==> src/design/fbcm_pkg.sv <==
// Shared types and constants for the block chain manager.
// Used by fbcm_ctrl, fbcm_datapath and fat_block_chain_manager_core.
`timescale 1ns / 1ps
package fbcm_pkg;

  localparam int NUM_BLOCKS_DEF = 1024;
  localparam int NUM_FILES_DEF  = 16;

  localparam int OP_W     = 3;
  localparam int FILE_W   = 4;
  localparam int LB_W     = 10;
  localparam int STATUS_W = 3;
  localparam int BLOCK_W  = 10;
  localparam int FID_W    = 4;
  localparam int FREE_W   = 11;
  localparam int OPENS_W  = 8;

  localparam logic [OP_W-1:0] OP_CREATE    = 3'd0;
  localparam logic [OP_W-1:0] OP_TRANSLATE = 3'd1;
  localparam logic [OP_W-1:0] OP_APPEND    = 3'd2;
  localparam logic [OP_W-1:0] OP_OPEN      = 3'd3;
  localparam logic [OP_W-1:0] OP_CLOSE     = 3'd4;
  localparam logic [OP_W-1:0] OP_RELEASE   = 3'd5;

  localparam logic [STATUS_W-1:0] ST_OK      = 3'd0;
  localparam logic [STATUS_W-1:0] ST_AT_END  = 3'd1;
  localparam logic [STATUS_W-1:0] ST_BEYOND  = 3'd2;
  localparam logic [STATUS_W-1:0] ST_NOSPACE = 3'd3;
  localparam logic [STATUS_W-1:0] ST_REFUSED = 3'd4;

  localparam logic [OPENS_W-1:0] OPENS_MAX = 8'd255;

  typedef struct packed {
    logic init_wr;
    logic latch;
    logic exec;
    logic walk_rd;
    logic walk_ld;
    logic walk_fin;
    logic app_link;
    logic app_rd;
    logic app_fin;
  } cmd_t;

  typedef struct packed {
    logic init_last;
    logic go_walk;
    logic go_app;
    logic walk_stop;
  } sts_t;

endpackage

==> src/design/fbcm_ctrl.sv <==
// Sequencer for the block chain manager: clearing pass, operation steps.
// Depends on fbcm_pkg; drives fbcm_datapath through cmd_t, reads sts_t.
`timescale 1ns / 1ps
module fbcm_ctrl (
  input  logic          clk,
  input  logic          rst_n,
  input  logic          start,
  input  fbcm_pkg::sts_t sts,
  output fbcm_pkg::cmd_t cmd,
  output logic          busy,
  output logic          out_valid
);
  import fbcm_pkg::*;

  typedef enum logic [8:0] {
    S_INIT  = 9'b000000001,
    S_IDLE  = 9'b000000010,
    S_EXEC  = 9'b000000100,
    S_WALK  = 9'b000001000,
    S_WLOAD = 9'b000010000,
    S_ALINK = 9'b000100000,
    S_ARD   = 9'b001000000,
    S_AFIN  = 9'b010000000,
    S_OUT   = 9'b100000000
  } state_t;

  state_t state_r, state_nxt;

  always_ff @(posedge clk) begin
    if (!rst_n) begin
      state_r <= S_INIT;
    end else begin
      state_r <= state_nxt;
    end
  end

  always_comb begin
    state_nxt = state_r;
    cmd       = '0;
    unique case (state_r)
      S_INIT: begin
        cmd.init_wr = 1'b1;
        if (sts.init_last) state_nxt = S_IDLE;
      end
      S_IDLE: begin
        if (start) begin
          cmd.latch = 1'b1;
          state_nxt = S_EXEC;
        end
      end
      S_EXEC: begin
        if (sts.go_walk) begin
          state_nxt = S_WALK;
        end else if (sts.go_app) begin
          state_nxt = S_ALINK;
        end else begin
          cmd.exec  = 1'b1;
          state_nxt = S_OUT;
        end
      end
      S_WALK: begin
        if (sts.walk_stop) begin
          cmd.walk_fin = 1'b1;
          state_nxt    = S_OUT;
        end else begin
          cmd.walk_rd = 1'b1;
          state_nxt   = S_WLOAD;
        end
      end
      S_WLOAD: begin
        cmd.walk_ld = 1'b1;
        state_nxt   = S_WALK;
      end
      S_ALINK: begin
        cmd.app_link = 1'b1;
        state_nxt    = S_ARD;
      end
      S_ARD: begin
        cmd.app_rd = 1'b1;
        state_nxt  = S_AFIN;
      end
      S_AFIN: begin
        cmd.app_fin = 1'b1;
        state_nxt   = S_OUT;
      end
      S_OUT: begin
        state_nxt = S_IDLE;
      end
      default: begin
        state_nxt = S_INIT;
      end
    endcase
  end

  assign busy      = (state_r != S_IDLE);
  assign out_valid = (state_r == S_OUT);

endmodule

==> config.mk <==
export PLATFORM = sky130hd
export DESIGN_NAME = fbcm_ctrl
export DESIGN_NICKNAME = d
export VERILOG_FILES = /design/src/design/fbcm_pkg.sv /design/src/design/fbcm_ctrl.sv
export SDC_FILE = /design/constraint.sdc
export NUM_CORES = 1
export LEC_CHECK = 0
export ABC_AREA = 1
export BUFFER_PORTS_ARGS = -buffer_cell sky130_fd_sc_hd__buf_4
export CAP_MARGIN = 10
export CORE_ASPECT_RATIO = 1.25
export CORE_UTILIZATION = 40
export CTS_CLUSTER_SIZE = 8
export DETAILED_ROUTE_END_ITERATION = 10
export PLACE_DENSITY = 0.73
export SYNTH_ARGS = -nofsm -noshare
export SYNTH_HDL_FRONTEND = slang
export SYNTH_SLANG_ARGS = --single-unit
==> constraint.sdc <==
create_clock -name clk -period 1.1 [get_ports clk]
set_input_delay 0 -clock clk [delete_from_list [all_inputs] [get_ports clk]]
set_output_delay 0 -clock clk [all_outputs]
set_load 0.1 [all_outputs]
# ---- Word level (Yosys, flattened, before mapping)
# Index checks and enable logic that the tools add are counted.
dict set report classes {
  n_eq_ne 12
  mux 20
  reduce_logical 1
}
# op n
set op_table {}
lappend op_table {{case mux 9 bit (9 select lines)} 1}
lappend op_table {{two-way mux 9 bit} 5}
lappend op_table {{two-way mux 1 bit} 14}
lappend op_table {{== test 9 x 1 -> 1 bit (second input constant)} 1}
lappend op_table {{== test 9 x 2 -> 1 bit (second input constant)} 1}
lappend op_table {{== test 9 x 3 -> 1 bit (second input constant)} 1}
lappend op_table {{== test 9 x 4 -> 1 bit (second input constant)} 1}
lappend op_table {{== test 9 x 5 -> 1 bit (second input constant)} 1}
lappend op_table {{== test 9 x 6 -> 1 bit (second input constant)} 1}
lappend op_table {{== test 9 x 7 -> 1 bit (second input constant)} 1}
lappend op_table {{== test 9 x 8 -> 1 bit (second input constant)} 1}
lappend op_table {{== test 9 bit (second input constant)} 1}
lappend op_table {{inequality test 9 x 2 -> 1 bit (second input constant)} 1}
lappend op_table {{inequality test 2 bit (second input constant)} 2}
lappend op_table {{AND reduction 2 bit} 1}
dict set report totals {
  ff_bits 9
  inputBits 7
  out_inout_bits 11
  wordCells 34
}

# ---- Depth between registers and ports, before layout
# Gate-level depths: netlist (run 1).
dict set report logic_depth {
  depth_word 3
  ltp_mapped 8
  ltp_nobuf 8
}

# ---- Worst setup path before layout (run 1)
# Ideal clock, no wire load.
dict set report synth_timing {
  path_type {register to output}
  start {reg state_r[8]}
  end {out out_valid}
  arrival_time_ps 3570
  setup_slack_ps -2470
  stages_incl_launch_ff 4
  n_path_buf 1
  cell_sequence {dfxtp_1 > inv_2 > buf_6 > nor4_1}
}
dict set report synth_between {
  elab_chain_cells 1
}
# item line
set synth_lines {}
lappend synth_lines {{start, declared} fbcm_ctrl.sv:27} ;# state_t state_r, state_nxt;
lappend synth_lines {{start signal, assigned} fbcm_ctrl.sv:33} ;# state_r <= state_nxt;
lappend synth_lines {{== test 9 bit} fbcm_ctrl.sv:96} ;# assign out_valid = (state_r == S_OUT);
lappend synth_lines {{end, declared} fbcm_ctrl.sv:11} ;# output logic out_valid
# No other way between the ends.

==> flow_summary.yaml, run 1 <==
synth:
  yosysSeqAreaShare_pct: 25.26
  synth-simple-area-share_pct: 59.30
  synth_seq_cells: 9
  synth_top_family_by_area: "simple AND/OR/NAND/NOR gates"
  syn-num-nets: 117
  netlist_area_sq_um: 713.2
  synthXorXnorAreaFrac_pct: 0
  yosysUniqueCellTypes: 19
  synth_fa_ha_area_share_pct: 0
  yosysWarnings: 0
  syn_avg_cell_area_sq_um: 6.483
  synthCells: 110
  synth_mux_area_share_pct: 0
  synth-compound-area-share_pct: 0.7018
power:
  clkPwrFrac_pct: 21.3
  leakage_uw: 0.0006279
  power_uw: 1319
  sw_frac_of_total_pct: 43.18
  p_switching_uw: 569.4
  power_density_nw_per_um2: 923.6
  power.internal_uw: 749.2
  seqPwrFrac_pct: 27.7
  combPwrFrac_pct: 51.0
  vdd_drop_max_uv: 989.7
min_path:
  worst_hold_path_type: "input port to flip-flop"
  hp-start: "sts[1]"
worst_setup_path:
  critPathCaptureType: "primary output"
  critPathLaunchType: "flip-flop"
  cp_data_arrival_time_ns: 1.49
  rr_startpoint: "state_r[8]"
  crit_fanout: 3
  required_ns: 1.10
  r2r_slack_ns: -0.35
  crit_start: "state_r[3]"
  timing_worst_setup_path_type: "flip-flop to primary output"
clocking:
  cts_root_buf: "clkbuf_4"
  htree_levels: 1
  cts_made_buffers: 3
  clk_latency_ns: 0.27
  clk_pin_slew_ns: 0.07
  cts_buffer_depth: 2
  clock-sinks: 9
  cts_tree: "yes"
floorplan:
  die_h_um: 49.21
  num_rows: 16
  die_area_sq_um: 1957
  pin_count: 18
  start_util_pct: 43.98
  coreArea_sq_um: 1622
  die-width_um: 39.77
place:
  gp_congestion: 0.7829
  dpl.cell_count: 158
  hpwl_um: 1542
  postPlaceCellArea_sq_um: 1077
  port_buffers: 17
sta:
  fmax_ghz: 0.6718
  rsz0062_at_grt: "yes"
  post-route-period-util_pct: 135.3
  fin_ws_ns: -0.3885
  drv_slew: 0
  final.min_clock_period_ns: 1.489
  finClkSkew_ns: 0.005858
  relSlewSlack_pct: 80.28
  worstMarginPinSlew_ns: 0.2955
  hold_ws_ns: 0.02874
  hold_viol: 0
  finalSetupViolations: 19
layout:
  antenna_cells: 0
  area_delta_synth_final_pct: 100.2
  final_common_cell: "buf_4"
  reg.largest.list: "state_r (9)"
  n_fill_cell: 84
  layout-drive-gt1-share_pct: 65.58
  largest-register: "state_r"
  final_nets: 162
  final_cell_mix: "buf_4 (23), nand2_1 (17), inv_1 (15)"
  fin_cells: 172
  largest_reg_flops: 9
  stdcell_area_sq_um: 1428
route:
  dr.first_iter.drc_count: 24
  viasPerCell: 5.279
  drc: 0
  drt-total-wl_um: 2736
  wl_per_cell_um: 15.91
  drt_first_pass_iters: 4
  vias: 908
  ant_nets: 0
global_routing:
  grt_start_max_net_pins: 10
  grt_pass1_vias: 914
  antenna_found_initial: 0
  grt_overflow: 0
  track_usage_pct: 29.31
  grt_pass1_wl_um: 3967
outcome:
  violations: "negative setup slack"
  status: "finished, violations left"
job:
  cap_violations: 0
==> final cells by class <==
type | count | area [sq um] | area share, %
multi-input combinational | 75 | 620.6 | 43.47
inverter | 25 | 112.6 | 7.888
timing repair buffer | 41 | 455.4 | 31.90
sequential | 9 | 190.2 | 13.32
clock buffer | 4 | 26.28 | 1.840
tap | 18 | 22.52 | 1.578
==> Yosys cell counts (all sizes together) <==
cell / instances / area (sq um)
nand3: 15 / 75.07
o21ai: 1 / 5.000
nor2: 23 / 138.9
inv: 25 / 93.84
nor4: 1 / 6.260
buf: 1 / 11.26
nand2: 27 / 123.9
dfxtp: 9 / 180.2
nor4b: 1 / 15.01
nor3b: 1 / 12.51
nor3: 6 / 51.30
==> stage by stage <==
stage               util (%)  TNS, ns  setup WS [ns]
CTS                    81.94   -4.239        -0.3591
global route           88.04   -6.697        -0.4877
floorplan                  -   -7.162        -0.6864
finish                 88.04   -5.441        -0.3885
detailed placement     66.44   -1.968        -0.1656
global placement       66.44   -1.694        -0.1609
==> worst max-delay path, cell delays in order (launching register included) <==
cell and delay, ns:
dfxtp_2 0.34, nor2_4 0.16, inv_4 0.09, nor3_4 0.20, nand2_1 0.14, clkinvlp_4 0.10
buf_12 0.16
==> final timing paths <==
kind	endpoint	cells after the start
worst max-delay path	cmd[4]	6
worst min-delay path	state_r[5]	2
worst max register to register	state_r[0]	9
worst min register to register	state_r[4]	4
==> repair_timing <==
action / CTS / global route
buffers inserted: 6 / 4
resized for setup: 48 / 18
hold buffers: 2 / 0
pin swaps: 6 / 5
endpoints found under the setup margin: 20 / 20
cloned: 0 / 0
endpoints found under the hold margin: 4 / 0
==> metal layers <==
metal	share of wire [%]	vias to the layer above	global-route usage, %
li1	-	423	-
met2	52	42	47.81
met1	37	426	33.71
met5	0	-	0
met4	6.0	0	16.67
met3	5.2	17	5.023
==> kinds of logic (layout without fill, tap and decap cells) <==
| group | Yosys count | after routing |
|---|---|---|
| compound gates | 1 | 1 |
| buf+inv | 26 | 70 |
| flops | 9 | 9 |
| simple gates | 74 | 74 |
==> power groups by stage <==
stage / sequential, uW / combinational [uW] / clock [uW]
6_report: 365 / 672 / 281
5_1_grt: 366 / 708 / 296
4_1_cts: 356 / 595 / 269
3_5_place_dp: 362 / 512 / 0
3_3_place_gp: 360 / 504 / 0
2_1_floorplan: 360 / 350 / 0
No activity file was read; power rests on OpenSTA's default activity.
==> run 2, diff against run 1 <==
Settings changed: CORE_ASPECT_RATIO 1.25 to unset, CORE_UTILIZATION 40 to 46, PLACE_DENSITY 0.73 to 0.81, RECOVER_POWER set to 50.
==> flow_summary.yaml, run 2 <==
outcome:
  status: "aborted with a tool error"
  haltStage: "global routing"
  tool.error: "[ERROR DPL-0038] Utilization greater than 100%, impossible to legalize"
floorplan:
  start_util_pct: 52.20
  die_h_um: 41.38
  die-width_um: 41.38
  num_rows: 13
  pin_count: 18
sta:
  grt_repair_worst_endpoint: "cmd[6]"
  worst_path_end_type: "primary output"
synth:
  yosysTopAreaCell: "dfxtp_1"
  synth_seq_cells: 9
  synthCells: 110
  yosysWarnings: 0
  synth_common_cells: "inv_1 (22), nand2_1 (22), nand3_1 (15), nor2_1 (15), dfxtp_1 (9)"
  synth_top_area_share_pct: 25.26
  yosys-top-cells-area: "dfxtp_1 (25%), inv_1 (12%), nand2_1 (12%)"
  synth_edf_count: 0
  syn-num-nets: 117
  netlist_area_sq_um: 713.2
  syn_avg_cell_area_sq_um: 6.483
  synth-main-ff-cell: "dfxtp_1"
  yosysSeqAreaShare_pct: 25.26
  yosysUniqueCellTypes: 19
  ys_async_sr_fraction_pct: 0
global_routing:
  grt_start_max_net_pins: 10
clocking:
  htree_levels: 1
  cts_buffer_depth: 2
  cts_root_buf: "clkbuf_4"
  clock-sinks: 9
  cts_made_buffers: 3
place:
  port_buffers: 17
  gp_congestion: 0.7932
  dpl.cell_count: 154
  hpwl_um: 1648
==> run 2: repair_timing <==
action | in CTS
hold buffers | 2
resized for setup | 54
pin swaps | 7
buffers inserted | 5
endpoints found under the hold margin | 4
setup endpoints to repair | 20
==> run 2: per-stage QoR <==
| stage | cell area (sq um) | setup WS [ns] | util, % | TNS (ns) |
|---|---|---|---|---|
| 3_3_place_gp | 1054 | -0.1286 | 77.11 | -1.472 |
| 3_5_place_dp | 1054 | -0.1607 | 77.11 | -1.919 |
| 2_1_floorplan | 820.8 | -0.6864 | - | -7.162 |
| 4_1_cts | 1336 | -0.3693 | 97.80 | -4.518 |
==> run 2: kinds of logic after synthesis <==
family / synth area share, %
AOI/OAI and AO/OA: 0.7011
buffers and inverters: 14.74
DFF: 25.26
and+or+nand+nor: 59.30
==> run 3, diff against run 2 <==
Settings changed: CORE_AREA set to 2 2 63 65, CORE_UTILIZATION 46 to unset, CTS_CLUSTER_SIZE 8 to unset, DIE_AREA set to 0 0 65 67, PLACE_DENSITY 0.81 to unset, PLACE_DENSITY_LB_ADDON set to 0.15.
Clock period 1.1 ns to 1.4 ns, I/O delays scaled along.
==> flow_summary.yaml, run 3 (synthesized netlist as in run 1, its figures left out) <==
sta:
  post-route-period-util_pct: 102.8
  fmax_ghz: 0.6949
  drv_slew: 0
  fin_ws_ns: -0.03904
  finClkSkew_ns: 0.002196
  finalSetupViolations: 1
  relSlewSlack_pct: 81.57
  hold_viol: 0
  final.min_clock_period_ns: 1.439
  rsz0062_at_grt: "yes"
  worstMarginPinSlew_ns: 0.2788
clocking:
  htree_levels: 1
  clk_pin_slew_ns: 0.04
  cts_tree: "yes"
  clk_latency_ns: 0.24
  clock-sinks: 9
  cts_buffer_depth: 2
  cts_root_buf: "clkbuf_8"
  cts_made_buffers: 3
floorplan:
  start_util_pct: 19.78
  num_rows: 22
  pin_count: 18
  die_h_um: 67
  coreArea_sq_um: 3606
  die_area_sq_um: 4355
  die-width_um: 65
power:
  power_density_nw_per_um2: 783.3
  vdd_drop_max_uv: 424.0
  leakage_uw: 0.0005441
  power_uw: 940.8
worst_setup_path:
  timing_worst_setup_path_type: "flip-flop to primary output"
  rr_worst_depth: 8
  crit_fanout: 5
  crit_chain: "nor2_4 -> nand2_4 -> nor2_8 -> nand2_4 -> nor3_4 -> buf_12"
  cp_data_arrival_time_ns: 1.44
  crit_start: "state_r[6]"
  reg2reg_to: "state_r[6]"
  critPathLaunchType: "flip-flop"
  slowest_stage: "dfxtp_2"
  r2r_slack_ns: 0.12
  path_common_cell: "nand2_4"
  rr_startpoint: "state_r[6]"
  critPathMaxStageDelay_ns: 0.34
  critPathCaptureType: "primary output"
  required_ns: 1.40
route:
  viasPerCell: 4.043
  vias: 748
  drt_first_pass_iters: 6
  drc: 0
  drt-total-wl_um: 1907
  wl_per_cell_um: 10.31
  dr.first_iter.drc_count: 9
  ant_nets: 0
min_path:
  hp-start: "rst_n"
  holdPathEnd: "state_r[7]"
  worst_hold_path_type: "input port to flip-flop"
  holdPathStages: 3
place:
  port_buffers: 17
  gp_congestion: 0.7942
  hpwl_um: 1574
  dp_slack_ns: 0.1460
  postPlaceCellArea_sq_um: 985.9
layout:
  regArea_sq_um: 185.2
  area_delta_synth_final_pct: 68.42
  final_common_cell: "nand2_1"
  layout-drive-gt1-share_pct: 47.45
  utilization_pct: 33.31
  n_fill_cell: 392
  antenna_cells: 0
  reg.largest.list: "state_r (9)"
  largest_reg_flops: 9
  largest-register: "state_r"
  final_nets: 145
  multi_input_area_sq_um: 524.3
  stdcell_area_sq_um: 1201
  final_cell_mix: "nand2_1 (20), inv_1 (18), nand3_1 (14)"
global_routing:
  antenna_found_initial: 0
  grt_pass1_vias: 750
  grt_overflow: 0
  grt_start_max_net_pins: 9
  grt_pass1_wl_um: 3318
  track_usage_pct: 10.45
job:
  cap_violations: 0
outcome:
  violations: "negative setup slack"
  status: "finished, violations left"
==> run 3: metal layers <==
| layer | up-vias | GRT usage [%] | wire (um) | share of wire, % |
|---|---|---|---|---|
| met3 | 5 | 1.858 | 81 | 4.2 |
| li1 | 387 | - | - | - |
| met1 | 334 | 11.53 | 781 | 41 |
| met2 | 22 | 18.04 | 981 | 51 |
| met5 | - | 0 | 0 | 0 |
| met4 | 0 | 7.447 | 62 | 3.3 |
==> run 3: how the worst max path moves through the flow <==
stage / to / depth (start not counted)
finish: cmd[6] / 6
detailed placement: cmd[6] / 6
floorplan: cmd[7] / 5
global route: cmd[6] / 6
CTS: cmd[6] / 6
global placement: cmd[3] / 6
==> run 3: area by class of cell <==
class / count / share of cell area (%)
Multi-Input combinational cell: 75 / 43.65
Tap cell: 48 / 5.000
Clock buffer: 4 / 3.750
Timing Repair Buffer: 24 / 24.17
Inverter: 25 / 8.021
Sequential cell: 9 / 15.42
==> run 3: power by group <==
group / internal [uW] / switching (uW)
Combinational: 107 / 250
Clock: 199 / 106
Sequential: 270 / 9.03
Total: 576 / 365
==> run 3: through the flow <==
stage / instances / setup TNS [ns] / hold slack, ns
after global routing: 185 / -0.5878 / 0.03180
final: 185 / -0.03904 / 0.01581
after floorplan: 110 / -2.474 / 0.07142
after CTS: 183 / -0.1457 / 0.02002
after global placement: 176 / 0 / 0.2158
after detailed placement: 176 / 0 / 0.2209
==> run 3: worst max-delay path, delay by kind of cell (launching register included) <==
| family | cells | cell delay, ns |
|---|---|---|
| flip-flops | 1 | 0.34 |
| AND/OR/NAND/NOR | 5 | 0.64 |
| buffers and inverters | 1 | 0.20 |
==> run 3: what timing repair did <==
action	in CTS	in global routing
buffers inserted	2	2
endpoints found under the hold margin	1	0
gates resized for setup	29	9
hold buffers	1	0
pin swaps	3	4
endpoints found under the setup margin	8	10
cloned	0	0
